==> src/rtl/crf_pkg.sv <==
// shared types and constants of the clause redundancy filter
package crf_pkg;

   localparam int VAR_ID_WIDTH = 16;

   typedef enum logic [2:0] {
      S_IDLE,
      S_SCAN,
      S_INS,
      S_FIN,
      S_MARK,
      S_EMIT
   } crf_state_type;

   typedef struct packed {
      logic hit;
      logic opposite;
   } crf_cmp_type;

endpackage

==> src/rtl/crf_if.sv <==
// valid/ready channel interfaces for literal words and result words
interface crf_req_if;
   import crf_pkg::*;
   logic                    valid;
   logic                    ready;
   logic [VAR_ID_WIDTH-1:0] var_id;
   logic                    negated;
   logic                    last_literal;
   logic                    empty_clause;

   modport source (output valid, var_id, negated, last_literal, empty_clause, input ready);
   modport sink (input valid, var_id, negated, last_literal, empty_clause, output ready);
endinterface

interface crf_rsp_if;
   import crf_pkg::*;
   logic                    valid;
   logic                    ready;
   logic [VAR_ID_WIDTH-1:0] out_var_id;
   logic                    out_negated;
   logic                    literal_valid;
   logic                    clause_dropped;
   logic                    clause_changed;
   logic                    overflow;
   logic                    last_result;

   modport source (output valid, out_var_id, out_negated, literal_valid, clause_dropped,
                   clause_changed, overflow, last_result, input ready);
   modport sink (input valid, out_var_id, out_negated, literal_valid, clause_dropped,
                 clause_changed, overflow, last_result, output ready);
endinterface

==> src/rtl/crf_ram.sv <==
// generic single write port ram with registered read
module crf_ram #(
   parameter int WIDTH = 17,
   parameter int DEPTH = 16
) (
   input  logic                     clock,
   input  logic                     wr_en,
   input  logic [$clog2(DEPTH)-1:0] wr_addr,
   input  logic [WIDTH-1:0]         wr_data,
   input  logic [$clog2(DEPTH)-1:0] rd_addr,
   output logic [WIDTH-1:0]         rd_data
);

   logic [WIDTH-1:0] mem_ff [DEPTH];
   logic [WIDTH-1:0] rd_data_ff;

   always_ff @(posedge clock) begin
      if (wr_en) begin
         mem_ff[wr_addr] <= wr_data;
      end
      rd_data_ff <= mem_ff[rd_addr];
   end

   assign rd_data = rd_data_ff;

endmodule

==> src/rtl/crf_cmp.sv <==
// shared literal compare unit: same variable and opposite sign detection
module crf_cmp
   import crf_pkg::*;
#(
   parameter int ID_W = 16
) (
   input  logic [ID_W:0] kept_lit,
   input  logic [ID_W:0] new_lit,
   output crf_cmp_type   result
);

   always_comb begin
      result.hit      = (kept_lit[ID_W-1:0] == new_lit[ID_W-1:0]);
      result.opposite = (kept_lit[ID_W] != new_lit[ID_W]);
   end

endmodule

==> src/rtl/clause_redundancy_filter.sv <==
// clause redundancy filter top level: sequencer, literal store and result register
// usage
//   req channel takes one literal word per clause literal, last_literal on the
//   final one, or a single word with empty_clause set for an empty clause
//   rsp channel gives the kept literals of a finished clause in arrival order,
//   or one dropped marker for a tautology, or one empty marker
// timing
//   each literal word is compared against the kept literals one entry per
//   cycle through the single compare unit and the store's read port:
//   a literal is scanned over the kept literals (at most MAX_LITERALS),
//   stored if none matched, then finished; a literal after a tautology or an
//   empty clause word skips the scan, and the clause closes with the marker
//   emitting a clause reads each kept literal in turn through the store read
//   port, started after the last literal's compare; req.ready is low meanwhile
// reset
//   synchronous; clears the clause flags and count, no words are pending
//   the store needs no clearing, only entries below the count are read
// stall
//   a result word waits in the output register until taken; emission pauses
//   and resumes with no loss
module clause_redundancy_filter
   import crf_pkg::*;
#(
   parameter int MAX_LITERALS = 16,
   parameter int VAR_ID_BITS  = 16
) (
   input  logic clock,
   input  logic reset,
   crf_req_if.sink   req,
   crf_rsp_if.source rsp
);

   localparam int ID_W  = (VAR_ID_BITS < VAR_ID_WIDTH) ? VAR_ID_BITS : VAR_ID_WIDTH;
   localparam int IDX_W = $clog2(MAX_LITERALS);
   localparam int CNT_W = $clog2(MAX_LITERALS + 1);

   crf_state_type state_ff, state_in;
   logic [IDX_W-1:0] idx_ff, idx_in;
   logic [CNT_W-1:0] cnt_ff, cnt_in;
   logic             taut_ff, taut_in;
   logic             chg_ff, chg_in;
   logic             ovf_ff, ovf_in;
   logic             mark_drop_ff, mark_drop_in;
   logic [ID_W:0]    lit_ff, lit_in;
   logic             last_ff, last_in;

   logic                    rsp_valid_ff, rsp_valid_in;
   logic [VAR_ID_WIDTH-1:0] rsp_var_ff, rsp_var_in;
   logic                    rsp_neg_ff, rsp_neg_in;
   logic                    rsp_litv_ff, rsp_litv_in;
   logic                    rsp_drop_ff, rsp_drop_in;
   logic                    rsp_chg_ff, rsp_chg_in;
   logic                    rsp_ovf_ff, rsp_ovf_in;
   logic                    rsp_last_ff, rsp_last_in;

   logic             wr_en;
   logic [ID_W:0]    rd_data;
   crf_cmp_type      cmp;
   logic [CNT_W-1:0] idx_inc;
   logic             full;
   logic             load_ok;
   logic             accept;

   crf_ram #(
      .WIDTH (ID_W + 1),
      .DEPTH (MAX_LITERALS)
   ) u_store (
      .clock   (clock),
      .wr_en   (wr_en),
      .wr_addr (cnt_ff[IDX_W-1:0]),
      .wr_data (lit_ff),
      .rd_addr (idx_in),
      .rd_data (rd_data)
   );

   crf_cmp #(
      .ID_W (ID_W)
   ) u_cmp (
      .kept_lit (rd_data),
      .new_lit  (lit_ff),
      .result   (cmp)
   );

   assign accept  = req.valid && req.ready;
   assign idx_inc = CNT_W'(idx_ff) + CNT_W'(1);
   assign full    = (cnt_ff == CNT_W'(MAX_LITERALS));
   assign load_ok = !rsp_valid_ff || rsp.ready;

   assign req.ready          = (state_ff == S_IDLE);
   assign rsp.valid          = rsp_valid_ff;
   assign rsp.out_var_id     = rsp_var_ff;
   assign rsp.out_negated    = rsp_neg_ff;
   assign rsp.literal_valid  = rsp_litv_ff;
   assign rsp.clause_dropped = rsp_drop_ff;
   assign rsp.clause_changed = rsp_chg_ff;
   assign rsp.overflow       = rsp_ovf_ff;
   assign rsp.last_result    = rsp_last_ff;

   always_ff @(posedge clock) begin
      if (reset) begin
         state_ff     <= S_IDLE;
         idx_ff       <= '0;
         cnt_ff       <= '0;
         taut_ff      <= 1'b0;
         chg_ff       <= 1'b0;
         ovf_ff       <= 1'b0;
         rsp_valid_ff <= 1'b0;
      end else begin
         state_ff     <= state_in;
         idx_ff       <= idx_in;
         cnt_ff       <= cnt_in;
         taut_ff      <= taut_in;
         chg_ff       <= chg_in;
         ovf_ff       <= ovf_in;
         rsp_valid_ff <= rsp_valid_in;
      end
   end

   always_ff @(posedge clock) begin
      mark_drop_ff <= mark_drop_in;
      lit_ff       <= lit_in;
      last_ff      <= last_in;
      rsp_var_ff   <= rsp_var_in;
      rsp_neg_ff   <= rsp_neg_in;
      rsp_litv_ff  <= rsp_litv_in;
      rsp_drop_ff  <= rsp_drop_in;
      rsp_chg_ff   <= rsp_chg_in;
      rsp_ovf_ff   <= rsp_ovf_in;
      rsp_last_ff  <= rsp_last_in;
   end

   always_comb begin
      state_in     = state_ff;
      idx_in       = idx_ff;
      cnt_in       = cnt_ff;
      taut_in      = taut_ff;
      chg_in       = chg_ff;
      ovf_in       = ovf_ff;
      mark_drop_in = mark_drop_ff;
      lit_in       = lit_ff;
      last_in      = last_ff;
      wr_en        = 1'b0;
      rsp_valid_in = rsp_valid_ff && !rsp.ready;
      rsp_var_in   = rsp_var_ff;
      rsp_neg_in   = rsp_neg_ff;
      rsp_litv_in  = rsp_litv_ff;
      rsp_drop_in  = rsp_drop_ff;
      rsp_chg_in   = rsp_chg_ff;
      rsp_ovf_in   = rsp_ovf_ff;
      rsp_last_in  = rsp_last_ff;

      case (state_ff)
         S_IDLE: begin
            if (accept) begin
               lit_in  = {req.negated, req.var_id[ID_W-1:0]};
               last_in = req.last_literal;
               if (req.empty_clause) begin
                  cnt_in       = '0;
                  taut_in      = 1'b0;
                  chg_in       = 1'b0;
                  ovf_in       = 1'b0;
                  mark_drop_in = 1'b0;
                  state_in     = S_MARK;
               end else if (taut_ff) begin
                  if (req.last_literal) begin
                     mark_drop_in = 1'b1;
                     state_in     = S_MARK;
                  end
               end else if (cnt_ff == '0) begin
                  state_in = S_INS;
               end else begin
                  idx_in   = '0;
                  state_in = S_SCAN;
               end
            end
         end
         S_SCAN: begin
            if (cmp.hit) begin
               chg_in = 1'b1;
               if (cmp.opposite) begin
                  taut_in = 1'b1;
               end
               state_in = S_FIN;
            end else if (idx_inc == cnt_ff) begin
               state_in = S_INS;
            end else begin
               idx_in = idx_inc[IDX_W-1:0];
            end
         end
         S_INS: begin
            if (full) begin
               ovf_in = 1'b1;
               chg_in = 1'b1;
            end else begin
               wr_en  = 1'b1;
               cnt_in = cnt_ff + CNT_W'(1);
            end
            state_in = S_FIN;
         end
         S_FIN: begin
            if (last_ff) begin
               if (taut_ff || (cnt_ff == '0)) begin
                  mark_drop_in = 1'b1;
                  state_in     = S_MARK;
               end else begin
                  idx_in   = '0;
                  state_in = S_EMIT;
               end
            end else begin
               state_in = S_IDLE;
            end
         end
         S_MARK: begin
            if (load_ok) begin
               rsp_valid_in = 1'b1;
               rsp_var_in   = '0;
               rsp_neg_in   = 1'b0;
               rsp_litv_in  = 1'b0;
               rsp_drop_in  = mark_drop_ff;
               rsp_chg_in   = mark_drop_ff;
               rsp_ovf_in   = mark_drop_ff && ovf_ff;
               rsp_last_in  = 1'b1;
               cnt_in       = '0;
               taut_in      = 1'b0;
               chg_in       = 1'b0;
               ovf_in       = 1'b0;
               state_in     = S_IDLE;
            end
         end
         S_EMIT: begin
            if (load_ok) begin
               rsp_valid_in = 1'b1;
               rsp_var_in   = VAR_ID_WIDTH'(rd_data[ID_W-1:0]);
               rsp_neg_in   = rd_data[ID_W];
               rsp_litv_in  = 1'b1;
               rsp_drop_in  = 1'b0;
               rsp_chg_in   = chg_ff;
               rsp_ovf_in   = ovf_ff;
               rsp_last_in  = (idx_inc == cnt_ff);
               idx_in       = idx_inc[IDX_W-1:0];
               if (idx_inc == cnt_ff) begin
                  idx_in   = idx_ff;
                  cnt_in   = '0;
                  taut_in  = 1'b0;
                  chg_in   = 1'b0;
                  ovf_in   = 1'b0;
                  state_in = S_IDLE;
               end
            end
         end
         default: begin
            state_in = S_IDLE;
         end
      endcase
   end

endmodule

==> src/flat_wrapper.sv <==
// flat-port wrapper written by rule: the top's interface ports become plain ports
module clause_redundancy_filter_flat import crf_pkg::*;
#(
   parameter int MAX_LITERALS = 16,
   parameter int VAR_ID_BITS  = 16
)
  (clock, reset, req_valid, req_var_id, req_negated, req_last_literal, req_empty_clause, req_ready, rsp_valid, rsp_out_var_id, rsp_out_negated, rsp_literal_valid, rsp_clause_dropped, rsp_clause_changed, rsp_overflow, rsp_last_result, rsp_ready);
  crf_req_if req_i ();
  crf_rsp_if rsp_i ();
  input  logic clock;
  input  logic reset;
  input wire logic [$bits(req_i.valid)-1:0] req_valid;
  input wire logic [$bits(req_i.var_id)-1:0] req_var_id;
  input wire logic [$bits(req_i.negated)-1:0] req_negated;
  input wire logic [$bits(req_i.last_literal)-1:0] req_last_literal;
  input wire logic [$bits(req_i.empty_clause)-1:0] req_empty_clause;
  output wire logic [$bits(req_i.ready)-1:0] req_ready;
  output wire logic [$bits(rsp_i.valid)-1:0] rsp_valid;
  output wire logic [$bits(rsp_i.out_var_id)-1:0] rsp_out_var_id;
  output wire logic [$bits(rsp_i.out_negated)-1:0] rsp_out_negated;
  output wire logic [$bits(rsp_i.literal_valid)-1:0] rsp_literal_valid;
  output wire logic [$bits(rsp_i.clause_dropped)-1:0] rsp_clause_dropped;
  output wire logic [$bits(rsp_i.clause_changed)-1:0] rsp_clause_changed;
  output wire logic [$bits(rsp_i.overflow)-1:0] rsp_overflow;
  output wire logic [$bits(rsp_i.last_result)-1:0] rsp_last_result;
  input wire logic [$bits(rsp_i.ready)-1:0] rsp_ready;
  assign req_i.valid = req_valid;
  assign req_i.var_id = req_var_id;
  assign req_i.negated = req_negated;
  assign req_i.last_literal = req_last_literal;
  assign req_i.empty_clause = req_empty_clause;
  assign req_ready = req_i.ready;
  assign rsp_valid = rsp_i.valid;
  assign rsp_out_var_id = rsp_i.out_var_id;
  assign rsp_out_negated = rsp_i.out_negated;
  assign rsp_literal_valid = rsp_i.literal_valid;
  assign rsp_clause_dropped = rsp_i.clause_dropped;
  assign rsp_clause_changed = rsp_i.clause_changed;
  assign rsp_overflow = rsp_i.overflow;
  assign rsp_last_result = rsp_i.last_result;
  assign rsp_i.ready = rsp_ready;
  clause_redundancy_filter #(.MAX_LITERALS(MAX_LITERALS), .VAR_ID_BITS(VAR_ID_BITS)) u_core (.clock(clock), .reset(reset), .req(req_i), .rsp(rsp_i));
endmodule
==> config.mk <==
export PLATFORM = sky130hd
export DESIGN_NAME = clause_redundancy_filter_flat
export DESIGN_NICKNAME = d
export VERILOG_FILES = /design/src/rtl/crf_pkg.sv /design/src/rtl/crf_if.sv /design/src/rtl/crf_ram.sv /design/src/rtl/crf_cmp.sv /design/src/rtl/clause_redundancy_filter.sv /design/src/flat_wrapper.sv
export SDC_FILE = /design/constraint.sdc
export NUM_CORES = 1
export LEC_CHECK = 0
export ABC_AREA = 1
export BUFFER_PORTS_ARGS = -buffer_cell sky130_fd_sc_hd__buf_2
export CORE_MARGIN = 3
export CORE_UTILIZATION = 35
export CTS_BUF_LIST = sky130_fd_sc_hd__clkbuf_8 sky130_fd_sc_hd__clkbuf_16
export DETAILED_ROUTE_END_ITERATION = 8
export PLACE_DENSITY = 0.51
export SYNTH_ARGS = -nofsm -noshare
export SYNTH_HDL_FRONTEND = slang
export SYNTH_SLANG_ARGS = --single-unit
==> constraint.sdc <==
create_clock -name clock -period 2.9 [get_ports clock]
set_input_delay 0.145 -clock clock [delete_from_list [all_inputs] [get_ports clock]]
set_output_delay 0.145 -clock clock [all_outputs]
set_load 0.03 [all_outputs]
Word-level counts from Yosys, hierarchy flattened
Memories as Yosys holds them, arrays and structs flattened. A register that Yosys moved wholly into a read port is not among the register bits.
Index checks and enable logic that the tools add are counted.
- bits of input ports: 23
- memories kept: 1
- bits in writable memories: 272
- register bits after elaboration: 57
- add/sub/neg operators: 2
- eq/ne operators: 24
- reductions and logical operators: 23
- mux-type cells: 71
- memory list (memory ; words ; width ; read ports ; clocked after memory_dff ; write ports ; RTL line ; RTL):
    u_core.u_store.mem_ff ; 16 ; 17 ; 1 ; 1 ; 1 ; crf_ram.sv:14 ; logic [WIDTH-1:0] mem_ff [DEPTH];
- operators by type and width (cell ; number):
    two-way mux 4 bit ; 9
    two-way mux 16 bit ; 2
    case mux 16 bit (2 select lines) ; 1
    two-way mux 3 bit ; 10
    two-way mux 5 bit ; 6
    two-way mux 1 bit ; 29
    case mux 5 bit (4 select lines) ; 1
    case mux 3 bit (6 select lines) ; 1
    == test 16 bit ; 1
    inequality test 2 x 1 -> 1 bit, second input constant ; 8
    case mux 4 bit (4 select lines) ; 1
    AND reduction 8 bit ; 2
    case mux 1 bit (2 select lines) ; 7
    AND reduction 7 bit ; 2
    AND reduction 6 bit ; 2
    case mux 1 bit (4 select lines) ; 2
    nonzero test 4 bit ; 2
    == test 3 x 2 -> 1 bit, second input constant ; 2
    == test 3 bit, second input constant ; 2
    inequality test 2 bit, second input constant ; 3
    inequality test 3 bit, second input constant ; 2
    adder 4 x 1 -> 5 bit, second input constant ; 1
    adder 5 x 1 -> 5 bit, second input constant ; 1
    == test 5 bit ; 1
    other kinds (17) ; 22

Logic depth before layout (Yosys ltp)
- word-level depth: 6
- depth in mapped cells: 19

Cells and area by module
Synthesis repeated with hierarchy kept, for this count alone.
- cell total of the unflattened synthesis: 1483
- area total of the unflattened synthesis: 14978.1 um^2
- modules (own cells, without submodules) (module ; cells an instance ; area each (um^2) ; instances ; seq. area each (um^2)):
    crf_ram ; 1139 ; 12027.8 ; 1 ; 8508.2
    clause_redundancy_filter ; 292 ; 2695.1 ; 1 ; 1551.5
    crf_cmp ; 52 ; 255.2 ; 1 ; 0.0

Least setup slack after synthesis
OpenSTA, ideal clock, no wires.
- path type: register to register
- start point: register u_core.cnt_ff[0]
- end point: memory u_core.u_store.mem_ff[4][0], enable pin
- path slack: 266 ps
- data required time: 2487 ps
- clock period less this slack: 2634 ps
- library setup time: 413 ps
- cell stages (with the launch flop): 8
- arrival: 2221 ps
- cells stage by stage: dfxtp_1 -> inv_1 -> ha_1 -> inv_1 -> nor3_1 -> inv_1 -> nand2_1 -> nor3_1
- longest elaborated chain between the ends: 5
- RTL lines (element ; RTL line ; RTL):
    start: declaration ; clause_redundancy_filter.sv:39 ; logic [CNT_W-1:0] cnt_ff, cnt_in;
    start signal: assignment ; clause_redundancy_filter.sv:111 ; cnt_ff <= cnt_in;
    == test 5 bit ; clause_redundancy_filter.sv:86 ; assign full = (cnt_ff == CNT_W'(MAX_LITERALS));
    two-way mux 1 bit ; clause_redundancy_filter.sv:191 ; if (full) begin
    two-way mux 1 bit ; clause_redundancy_filter.sv:152 ; case (state_ff)
    two-way mux 1 bit ; crf_ram.sv:18 ; if (wr_en) begin
    two-way mux 1 bit (not written as such) ; crf_ram.sv:19 ; mem_ff[wr_addr] <= wr_data;
    end: declaration ; crf_ram.sv:14 ;
Parallel ways exist; a longest one is shown, timed or not.

Worst setup path after layout
- start point: register u_core.u_store.rd_data_ff[6], in the netlist u_core.u_store.rd_data[6] (read register of u_core.u_store.mem_ff)
- end point: register u_core.u_store.rd_data_ff[10], in the netlist u_core.u_store.rd_data[10] (read register of u_core.u_store.mem_ff)
- longest elaborated chain between the ends: 3
- RTL lines (element ; RTL line ; RTL):
    start: declaration ; crf_ram.sv:15 ; logic [WIDTH-1:0] rd_data_ff;
    == test 16 bit ; crf_cmp.sv:13 ; result.hit = (kept_lit[ID_W-1:0] == new_lit[ID_W-1:0]);
    two-way mux 4 bit ; clause_redundancy_filter.sv:178 ; if (cmp.hit) begin
    case mux 4 bit (4 select lines) ; clause_redundancy_filter.sv:152 ;
Every way passes these cells.
A chain may end at the register's enable or synchronous reset.

==> metrics <==
Reg clk slew, reported paths 0.06 ns; CTS tree built; commonest non-fill, non-tap cell in the layout edfxtp_1; Ports 47; DRC viols 0; Worst IR Drop VDD 0.521 mV; drt pass-1 iters 7; arrival time at the worst endpoint 3.10 ns; die area 0.0466 mm2; via count 10700; EDFF count, synth 313; sequential area share after synthesis 65.2%; initial antenna violation count 0; Final HPWL DP 26400 um; Slew Limit Fails 0; Worst setup SP type register; Routability Congestion 0.906; Sink Count 346; dominant synthesized flop cell edfxtp_1; FP Rows 76; total track usage 18.3%; Setup-failing EPs final 0; fmax 373 MHz; status finished clean; Die Width 216 um; routed wire length per instance 19.3 um; Tmin final 2.68 ns; flops & latches, synth 346; Synthesized Nets 1497; required time worst endpoint 3.32 ns; worst rel slew slack 57.0%; Post-Route WL 42500 um; Final Hold Viols 0; unique cell type count in the Yosys netlist 38; Critical Path Fanout Max 29; RSZ-0062 raised after global routing no; clock root buffer clkbuf_16; PD cells 904 mW/mm2; Post-Syn Instances 1469; Worst-Skew Late Latency 0.54 ns; cells taking the most area after synthesis edfxtp_1, nand3_1, inv_1; H-tree Lvls 2; endpoint type of the worst setup path register; Syn-to-layout area delta 18.6%; Vias/cell 4.86; mapped cell area 0.0154 mm2; share of cells above drive strength 1 14.7%; period utilization 92.5%; Avg Inst Size Synth 10.5 um2; number of global-route vias before repair 10400; Yosys top cell by area edfxtp_1; post-synth top area share 60.9%; clock buffer depth 3; fin nets 1612; largest net degree at the start of global routing 76; reported leakage power 0.00759 uW; worst min path class input port to register; dpl ws 0.146 ns; Slew @ Worst Pin 0.644 ns; worst setup margin 0.217 ns; IO buf count 46; max-cap viol count 0; Ys Warns 0; 1st-iter DRT viols 967; Die Y 216 um; gr ovfl total 0; Final Skew 0.0225 ns; CP Cell Sequence inv_1, nand2_1, nand2_1, nor2_1, nand2_1, nor2_1, buf_4, nand2_1, nand2_1, nand3_1, nand3_4, buf_12, buf_12, nand3_1, nand3_1, nand3_1, nand3_1, nand2_1; WS Path Type register to register; DRT antenna net count 0; core area 0.0433 mm2; effective utilization at floorplan 35.7%; CP max stage delay 0.40 ns; Synth async-reset ratio 0%; CTS buffer count 38; Worst path most repeated cell nand2_1; commonest non-fill, non-tap cells in the layout edfxtp_1, nand3_1, inv_1; Worst R2R Setup Slack 0.22 ns; antenna diode count 0; first-pass GRT wire length 64800 um; setup_tns 0 ns; Worst path slowest cell dfxtp_1
==> final cells by class <==
class	count	area (um2)
Fill cell	4166	25000
Clock inverter	23	129
Multi-Input combinational cell	774	3920
Sequential cell	346	10100
Timing Repair Buffer	145	1350
Clock buffer	44	1040
Inverter	279	1050
Tap cell	585	732
==> stage by stage <==
| stage | total power [uW] | cells | area (um2) | hold slack, ns | utilization, % |
|---|---|---|---|---|---|
| 6_report | 16500 | 2196 | 18300 | 0.0900 | 42.3 |
| 5_1_grt | 17500 | 2196 | 18300 | 0.118 | 42.3 |
| 4_1_cts | 16700 | 2193 | 18200 | 0.0633 | 42.2 |
| 3_5_place_dp | 12000 | 2106 | 16900 | 0.323 | 39.0 |
| 3_3_place_gp | 12000 | 2106 | 16900 | 0.323 | 39.0 |
| 2_1_floorplan | 10300 | 1469 | 15400 | 0.244 | - |
==> cells in the mapped netlist (3+ instances only) <==
| library cell | n |
|---|---|
| ha_1 | 5 |
| nor3_1 | 12 |
| nor2_1 | 60 |
| buf_2 | 41 |
| buf_6 | 20 |
| buf_1 | 3 |
| dfxtp_1 | 33 |
| nand3b_1 | 67 |
| nand2_1 | 254 |
| clkbuf_1 | 4 |
| nand2_2 | 6 |
| nor4_1 | 4 |
| nand3_2 | 15 |
| a21oi_1 | 11 |
| inv_1 | 269 |
| edfxtp_1 | 313 |
| inv_2 | 10 |
| nand3_1 | 312 |
| o21ai_0 | 6 |
==> where the power goes <==
group | internal [uW] | leakage, uW | switching (uW)
clock network | 2650 | 0.000608 | 1930
logic | 1800 | 0.00387 | 3660
registers | 6190 | 0.00311 | 314
total | 10600 | 0.00759 | 5900
==> worst paths after layout <==
check	start	to	depth (start not counted)
hold reg to reg	u_core.ovf_ff$_SDFFE_PP0P_	u_core.ovf_ff$_SDFFE_PP0P_	2
hold / removal	rsp_ready	u_core.rsp.valid$_SDFF_PP0_	4
setup / recovery	u_core.u_store.rd_data[6]$_DFF_P_	u_core.u_store.rd_data[10]$_DFF_P_	18
setup reg to reg	u_core.u_store.rd_data[6]$_DFF_P_	u_core.u_store.rd_data[10]$_DFF_P_	18
==> flip-flops by register name, indices dropped and copies added (netlist names) <==
register,flops
u_core.idx_ff,4
u_core.last_ff,1
u_core.rsp.clause_changed,1
u_core.rsp.out_negated,1
u_core.u_store.rd_data,17
u_core.rsp.clause_dropped,1
u_core.mark_drop_ff,1
u_core.rsp.last_result,1
u_core.state_ff,3
u_core.u_store.mem_ff,272
u_core.lit_ff,17
u_core.rsp.valid,1
u_core.rsp.out_var_id,16
u_core.cnt_ff,5
u_core.rsp.overflow,1
u_core.rsp.literal_valid,1
u_core.taut_ff,1
u_core.ovf_ff,1
u_core.chg_ff,1
==> worst max-delay path, delay by kind of cell, from the launching register on <==
kind	cells	cell delay (ns)
DFF	1	0.40
buffers and inverters	4	0.60
and+or+nand+nor	14	1.54
==> metal layers <==
layer	global-route usage (%)	vias up	part of all wire [%]
li1	-	5131	-
met3	2.70	78	4.9
met1	25.8	5164	46
met2	29.4	287	47
met4	5.34	2	2.6
met5	1.04	-	0.14
==> logic make-up (layout without fill, tap and decap cells) <==
group / after synthesis / count (layout) / synth area share, %
DFF: 346 / 346 / 65.2
xor gates and xnor gates: 2 / 2 / 0.114
buffers and inverters: 349 / 491 / 9.85
AOI/OAI and AO/OA: 30 / 30 / 1.22
adders and majority gates: 5 / 5 / 0.406
and+or+nand+nor: 737 / 737 / 23.2
==> what timing repair did <==
item | CTS | global route
gates resized for setup | 0 | 4
setup buffers | 0 | 3
hold buffers | 20 | 0
endpoints found under the hold margin | 26 | 0
endpoints found under the setup margin | 0 | 7
Note: power is estimated with default switching activity, not from simulation.
